===== config.mk =====
export PLATFORM = sky130hd
export DESIGN_NAME = keyed_record_table
export DESIGN_NICKNAME = d
export VERILOG_FILES = /design/src/hw/rtl/krt_pkg.sv /design/src/hw/rtl/krt_cell.sv /design/src/hw/rtl/keyed_record_table.sv
export SDC_FILE = /design/constraint.sdc
export NUM_CORES = 2
export LEC_CHECK = 0
export BUFFER_PORTS_ARGS = -buffer_cell sky130_fd_sc_hd__buf_2
export CORE_AREA = 2 2 639 641
export DETAILED_ROUTE_END_ITERATION = 6
export DIE_AREA = 0 0 641 643
export GPL_ROUTABILITY_DRIVEN = 0
export PLACE_DENSITY = 0.5
export SLEW_MARGIN = 20
export SYNTH_ARGS = -nofsm -noshare
export SYNTH_HDL_FRONTEND = slang
export SYNTH_HIERARCHICAL = 1
export SYNTH_SLANG_ARGS = --single-unit

===== constraint.sdc =====
create_clock -name clk -period 14.75 [get_ports clk]
set_input_delay 2.95 -clock clk [delete_from_list [all_inputs] [get_ports clk]]
set_output_delay 2.95 -clock clk [all_outputs]
set_load 0.02 [all_outputs]

===== src/hw/rtl/krt_pkg.sv =====
package krt_pkg;

  typedef enum logic [1:0] {
    KIND_ADD  = 2'd0,
    KIND_DEL  = 2'd1,
    KIND_READ = 2'd2,
    KIND_LIST = 2'd3
  } kind_t;

  typedef enum logic [1:0] {
    ST_OK      = 2'd0,
    ST_FULL    = 2'd1,
    ST_MISSING = 2'd2,
    ST_EMPTY   = 2'd3
  } status_t;

  typedef struct packed {
    logic [31:0] key;
    logic [7:0]  year;
    logic [15:0] first_course;
    logic [7:0]  first_grade;
    logic [15:0] second_course;
    logic [7:0]  second_grade;
    logic [15:0] third_course;
    logic [7:0]  third_grade;
  } rec_t;

  // broadcast controls for the cell row
  typedef struct packed {
    logic add;
    logic del;
    logic lst_load;
    logic lst_shift;
  } cell_ctl_t;

endpackage


===== src/hw/rtl/krt_cell.sv =====
module krt_cell
  import krt_pkg::*;
(
  input  logic        clk,
  input  cell_ctl_t   ctl,
  input  logic        add_here,
  input  logic        occupied,
  input  logic [31:0] srch_key,
  input  rec_t        in_rec,
  input  rec_t        nbr_rec,
  input  logic [31:0] nbr_lst,
  input  logic        prev_hit,
  output logic        hit_out,
  output logic        first,
  output rec_t        rec,
  output logic [31:0] lst
);

  rec_t        rec_r;
  logic [31:0] lst_r;
  logic        hit;

  assign hit     = occupied && (rec_r.key == srch_key);
  assign hit_out = prev_hit | hit;
  assign first   = hit & ~prev_hit;
  assign rec     = rec_r;
  assign lst     = lst_r;

  // a delete closes the gap: every cell from the match upward takes its neighbor
  always_ff @(posedge clk) begin
    if (ctl.add && add_here) begin
      rec_r <= in_rec;
    end else if (ctl.del && hit_out) begin
      rec_r <= nbr_rec;
    end
    if (ctl.lst_load) begin
      lst_r <= rec_r.key;
    end else if (ctl.lst_shift) begin
      lst_r <= nbr_lst;
    end
  end

endmodule


===== src/hw/rtl/keyed_record_table.sv =====
// keyed record table: a row of CAPACITY cells, one record each, in insertion order.
// a request is taken at a rising edge with start high and busy low; the in_kind
// port picks add, delete, read or list, the other in_ ports carry the key and
// the record for an add.
// add, delete and read: one result with out_last high, strobed in the cycle after
// the request; the row compares all keys at once and a delete shifts the later
// cells down in that same edge, so these may follow back to back.
// list: keys are copied into a second chain that shifts toward cell 0, one key
// per cycle; the request sets busy and loads the chain, then results come from
// the output registers one per cycle, and busy stays high until the final key
// (out_last) is out. an empty table gives one result with status empty.
// out_entry_count is the record count after the request.
// results appear for exactly one cycle on out_strobe; the receiver cannot stall.
// reset empties the table and clears any list in progress.
module keyed_record_table
  import krt_pkg::*;
#(
  parameter int CAPACITY = 16
) (
  input  logic        clk,
  input  logic        rst_n,
  input  logic        start,
  output logic        busy,
  input  logic [1:0]  in_kind,
  input  logic [31:0] in_key,
  input  logic [7:0]  in_year,
  input  logic [15:0] in_first_course,
  input  logic [7:0]  in_first_grade,
  input  logic [15:0] in_second_course,
  input  logic [7:0]  in_second_grade,
  input  logic [15:0] in_third_course,
  input  logic [7:0]  in_third_grade,
  output logic        out_strobe,
  output logic [1:0]  out_status,
  output logic [31:0] out_found_key,
  output logic [7:0]  out_found_year,
  output logic [15:0] out_found_first_course,
  output logic [7:0]  out_found_first_grade,
  output logic [15:0] out_found_second_course,
  output logic [7:0]  out_found_second_grade,
  output logic [15:0] out_found_third_course,
  output logic [7:0]  out_found_third_grade,
  output logic [4:0]  out_entry_count,
  output logic        out_last
);

  localparam int CNT_W = $clog2(CAPACITY + 1);

  logic [CNT_W-1:0] count_r, count_nxt;
  logic [CNT_W-1:0] left_r, left_nxt;
  logic             listing_r, listing_nxt;
  logic             strobe_r, strobe_nxt;
  logic             last_r, last_nxt;
  status_t          status_r, status_nxt;
  rec_t             out_rec_r, out_rec_nxt;

  cell_ctl_t        ctl;
  kind_t            kind;
  logic             accept;
  logic             full;
  logic             found;
  rec_t             in_rec;
  rec_t             rd_rec;

  rec_t             cell_rec [CAPACITY];
  logic [31:0]      cell_lst [CAPACITY];
  logic             cell_hit [CAPACITY];
  logic             cell_first [CAPACITY];

  assign kind   = kind_t'(in_kind);
  assign busy   = listing_r;
  assign accept = start & ~listing_r;
  assign full   = (count_r == CNT_W'(CAPACITY));
  assign found  = cell_hit[CAPACITY-1];

  always_comb begin
    in_rec.key           = in_key;
    in_rec.year          = in_year;
    in_rec.first_course  = in_first_course;
    in_rec.first_grade   = in_first_grade;
    in_rec.second_course = in_second_course;
    in_rec.second_grade  = in_second_grade;
    in_rec.third_course  = in_third_course;
    in_rec.third_grade   = in_third_grade;
  end

  always_comb begin
    ctl.add       = accept && (kind == KIND_ADD) && !full;
    ctl.del       = accept && (kind == KIND_DEL) && found;
    ctl.lst_load  = accept && (kind == KIND_LIST) && (count_r != '0);
    ctl.lst_shift = listing_r;
  end

  for (genvar i = 0; i < CAPACITY; i++) begin : g_cell
    krt_cell u_cell (
      .clk      (clk),
      .ctl      (ctl),
      .add_here (count_r == CNT_W'(i)),
      .occupied (CNT_W'(i) < count_r),
      .srch_key (in_key),
      .in_rec   (in_rec),
      .nbr_rec  (cell_rec[(i + 1 < CAPACITY) ? i + 1 : i]),
      .nbr_lst  (cell_lst[(i + 1 < CAPACITY) ? i + 1 : i]),
      .prev_hit ((i == 0) ? 1'b0 : cell_hit[(i == 0) ? 0 : i - 1]),
      .hit_out  (cell_hit[i]),
      .first    (cell_first[i]),
      .rec      (cell_rec[i]),
      .lst      (cell_lst[i])
    );
  end

  // at most one cell flags first, so an or over the row selects it
  always_comb begin
    rd_rec = '0;
    for (int i = 0; i < CAPACITY; i++) begin
      if (cell_first[i]) begin
        rd_rec = rd_rec | cell_rec[i];
      end
    end
  end

  always_comb begin
    count_nxt   = count_r;
    left_nxt    = left_r;
    listing_nxt = listing_r;
    strobe_nxt  = 1'b0;
    last_nxt    = 1'b1;
    status_nxt  = ST_OK;
    out_rec_nxt = '0;
    out_rec_nxt.key = in_key;
    if (listing_r) begin
      strobe_nxt      = 1'b1;
      out_rec_nxt.key = cell_lst[0];
      last_nxt        = (left_r == CNT_W'(1));
      listing_nxt     = (left_r != CNT_W'(1));
      left_nxt        = left_r - CNT_W'(1);
    end else if (accept) begin
      strobe_nxt = 1'b1;
      unique case (kind)
        KIND_ADD: begin
          if (full) begin
            status_nxt = ST_FULL;
          end else begin
            count_nxt = count_r + CNT_W'(1);
          end
        end
        KIND_DEL: begin
          if (found) begin
            count_nxt = count_r - CNT_W'(1);
          end else begin
            status_nxt = ST_MISSING;
          end
        end
        KIND_READ: begin
          if (found) begin
            out_rec_nxt = rd_rec;
          end else begin
            status_nxt = ST_MISSING;
          end
        end
        KIND_LIST: begin
          if (count_r == '0) begin
            status_nxt      = ST_EMPTY;
            out_rec_nxt.key = '0;
          end else begin
            // the first key comes out of the list chain on the next cycle
            strobe_nxt  = 1'b0;
            listing_nxt = 1'b1;
            left_nxt    = count_r;
          end
        end
        default: begin
          strobe_nxt = 1'b0;
        end
      endcase
    end
  end

  always_ff @(posedge clk) begin
    if (!rst_n) begin
      count_r   <= '0;
      left_r    <= '0;
      listing_r <= 1'b0;
      strobe_r  <= 1'b0;
    end else begin
      count_r   <= count_nxt;
      left_r    <= left_nxt;
      listing_r <= listing_nxt;
      strobe_r  <= strobe_nxt;
    end
    last_r    <= last_nxt;
    status_r  <= status_nxt;
    out_rec_r <= out_rec_nxt;
  end

  logic [CNT_W+4:0] count_ext;
  assign count_ext = {5'd0, count_r};

  assign out_strobe              = strobe_r;
  assign out_status              = status_r;
  assign out_found_key           = out_rec_r.key;
  assign out_found_year          = out_rec_r.year;
  assign out_found_first_course  = out_rec_r.first_course;
  assign out_found_first_grade   = out_rec_r.first_grade;
  assign out_found_second_course = out_rec_r.second_course;
  assign out_found_second_grade  = out_rec_r.second_grade;
  assign out_found_third_course  = out_rec_r.third_course;
  assign out_found_third_grade   = out_rec_r.third_grade;
  assign out_entry_count         = count_ext[4:0];
  assign out_last                = last_r;

endmodule


==> results.ini <==
[run_status]
violations=DRC
status=complete, but fails checks

[clocking]
clockRootBuffer=clkbuf_16
htree_num_levels=5
cts_setup_buffers=0
clk_pin_slew_worst_paths_ns=0.06
cts_resized=0
clkLatencyLatePin_ns=0.94
clock-sinks=2431
postCtsHoldBufs=0
clk_path_buf_depth=4
cts_buffers=279
cts_tree=done

[detailed_routing]
wl_um=497000
highest_layer=met5
vias_per_cell=5.83
drtPass1Iterations=7
drtAntennaViolNets=0
dr_wl_met3_um=42800
drt-initial-drc-count=10200
wl_met1_um=202000
drc=25
avgRoutedWirePerCell_um=37.1
met2_length_um=229000
via_count=78000

[sta]
slew_headroom=0.0384
rsz0062_at_grt=no
setup-violations-final=0
period_needed_ns=11.33
drv_slew=0
setup_slack_ns=3.42
fin_crit_sh=0.768
fmax_ghz=0.0883
tns_ns=0
worst_pin_slew_ns=1.44
skew_ns=0.0606
hold_viol=0

[synthesis]
synth_edf_count=2304
ys_warn_count=6
synth_top_family_by_area=multiplexers
yosys_most_used_dff=edfxtp_1
synth-async-reset-ratio=0
syn_inst=7495
synthAdderAreaFrac=0.00128
synth.distinct_cells=55
synth_mux_area_frac=0.222
syn-cell-area_um2=117000
synth-simple-area-share=0.0310
ys_seq_area_frac=0.612
post_synth_xor_area_fraction=0.0384
ys_ff_latch=2431
synth-compound-area-share=0.0764
syn_avg_cell_area_um2=15.6

[global_route]
grt_max_degree=156
grt_pass1_wl_um=671000
antenna_found_initial=87
overflow=0
grt_pass1_vias=77100
grtUsageTotal=0.232

[worst_setup_path]
start_kind=input pin
end_kind=register
cp_max_fo=36
crit_required_ns=15.57
arrival_ns=12.15
crit_type=input pin to register

[placed_design]
place_ws_ns=2.78
port_buffers=238
post-dp-hpwl_um=273000

[cells_and_area]
drive_above_1_share=0.175
area_growth_pct=14.5
nFillCells=39300
nets=7820

[floorplan]
initial_utilization=0.289
num_rows=234
dieArea_um2=412000
top_level_ports=239
core_area_um2=405000
die_x_um=641
die_h_um=643

[pwr]
max-vdd-ir-drop_uv=99.3
powerDensity_nw_per_um2=115
p_leak_uw=0.0424

[flow_run]
drv_cap=0

[hold_path]
hold_path.class=register to register

==> report_power, final <==
| part | switching, uW | internal, uW |
|---|---|---|
| Combinational | 521 | 226 |
| Clock | 3020 | 3960 |
| Sequential | 98.7 | 7660 |
==> Yosys cell counts, drive strengths merged (100+ instances only) <==
cell type | count | share of area
a31oi | 103 | 0.0055
nand2 | 100 | 0.0032
nand4 | 160 | 0.0085
edfxtp | 2304 | 0.59
clkbuf | 216 | 0.0069
xor2 | 193 | 0.014
a22o | 240 | 0.018
a22oi | 381 | 0.024
buf | 276 | 0.011
xnor2 | 321 | 0.024
dfxtp | 127 | 0.022
a221oi | 259 | 0.019
and3 | 101 | 0.0054
mux2 | 2305 | 0.22
==> state kept, by name (all words and copies together) (netlist names) <==
register and cells:
left_r 5, g_cell.u_cell/rec 1792, out_found_first_grade 8, out_entry_count 5
out_last 1, out_status 2, busy 1, out_found_third_grade 8
out_found_key 32, out_found_first_course 16, out_found_second_course 16, out_found_third_course 16
g_cell.u_cell/lst 512, out_found_year 8, out_strobe 1, out_found_second_grade 8
==> worst max-delay path, stage by stage <==
cell and delay, ns:
buf_2 0.08, buf_4 0.40, xnor2_1 0.20, nand4_1 0.30, nor4_1 0.75, nand4_1 0.41
o21bai_1 0.37, o21bai_1 0.22, o21bai_1 0.25, o21bai_1 0.23, o21bai_1 0.22, o21bai_1 0.23
o21bai_1 0.23, o21bai_1 0.23, o21bai_1 0.21, o21bai_1 0.24, o21bai_1 0.23, o21bai_1 0.22
o21bai_1 0.24, o21bai_1 0.23, o21bai_1 0.22, o21bai_4 0.19, buf_4 0.69, and2_2 0.28
buf_4 0.63, nand2_4 0.73, buf_4 0.60, a31oi_1 0.23
==> logic make-up after synthesis <==
group | count (synthesis)
compound gates | 1119
xor+xnor | 514
fa+ha+maj | 12
buf+inv | 522
flops | 2431
mux | 2308
other cells | 1
simple gates | 588
==> final timing paths <==
| check | slack, ns | start | end | cells past startpoint |
|---|---|---|---|---|
| worst min-delay path | 0.50 | g_cell[11].u_cell/lst[21] | g_cell[10].u_cell/lst[21] | 1 |
| worst max-delay path | 3.42 | in_key[26] | out_found_second_grade[3] | 28 |
| worst max register to register | 5.41 | g_cell[0].u_cell/rec[111] | out_found_second_grade[3] | 26 |
| worst min register to register | 0.50 | g_cell[11].u_cell/lst[21] | g_cell[10].u_cell/lst[21] | 1 |
==> stage by stage <==
stage          utilization  power (uW)  area, um^2  instances  hold slack, ns
3_5_place_dp         0.309        8630      125000      12800           0.507
6_report             0.331       15500      134000      13400           0.504
4_1_cts              0.331       15600      134000      13300           0.516
5_1_grt              0.331       15900      134000      13400           0.530
2_1_floorplan            -        8220      117000       7497           0.474
3_3_place_gp         0.309        8630      125000      12800           0.492
==> layout by cell type, fill, tap and decap left out, types with 19 or more instances in the layout <==
master        n
edfxtp_1   2304
mux2_1     1840
mux2_2      465
a22oi_1     381
xnor2_1     321
clkbuf_16   286
a221oi_1    259
a22o_1      240
buf_2       238
xor2_1      193
nand4_1     160
buf_4       131
dfxtp_1     126
a31oi_1     102
and3_1      101
nand2_1      83
clkbuf_1     83
a222oi_1     51
nor2_1       45
clkinv_1     39
clkinv_2     36
or2_2        35
buf_12       35
diode_2      33
nor4_1       32
inv_1        29
o21ai_0      19
==> metal layers <==
| metal | global-route usage | vias up |
|---|---|---|
| met4 | 0.0982 | 36 |
| met3 | 0.0443 | 1035 |
| met1 | 0.307 | 41700 |
| met5 | 0 | - |
| li1 | - | 30700 |
| met2 | 0.372 | 4553 |
==> cell type report <==
cell class              instances  area (um^2)  share of cell area
clock buffers                 387         7720              0.0575
well taps                    5428         6790              0.0506
clock inverters               118         1170             0.00873
inverters                      30          120            0.000895
flip-flops and latches       2431        71700               0.534
multi-input cells            4544        43700               0.326
diodes                         33         82.6            0.000615
repair buffers                405         2900              0.0216
No activity file was read; power rests on OpenSTA's default activity.
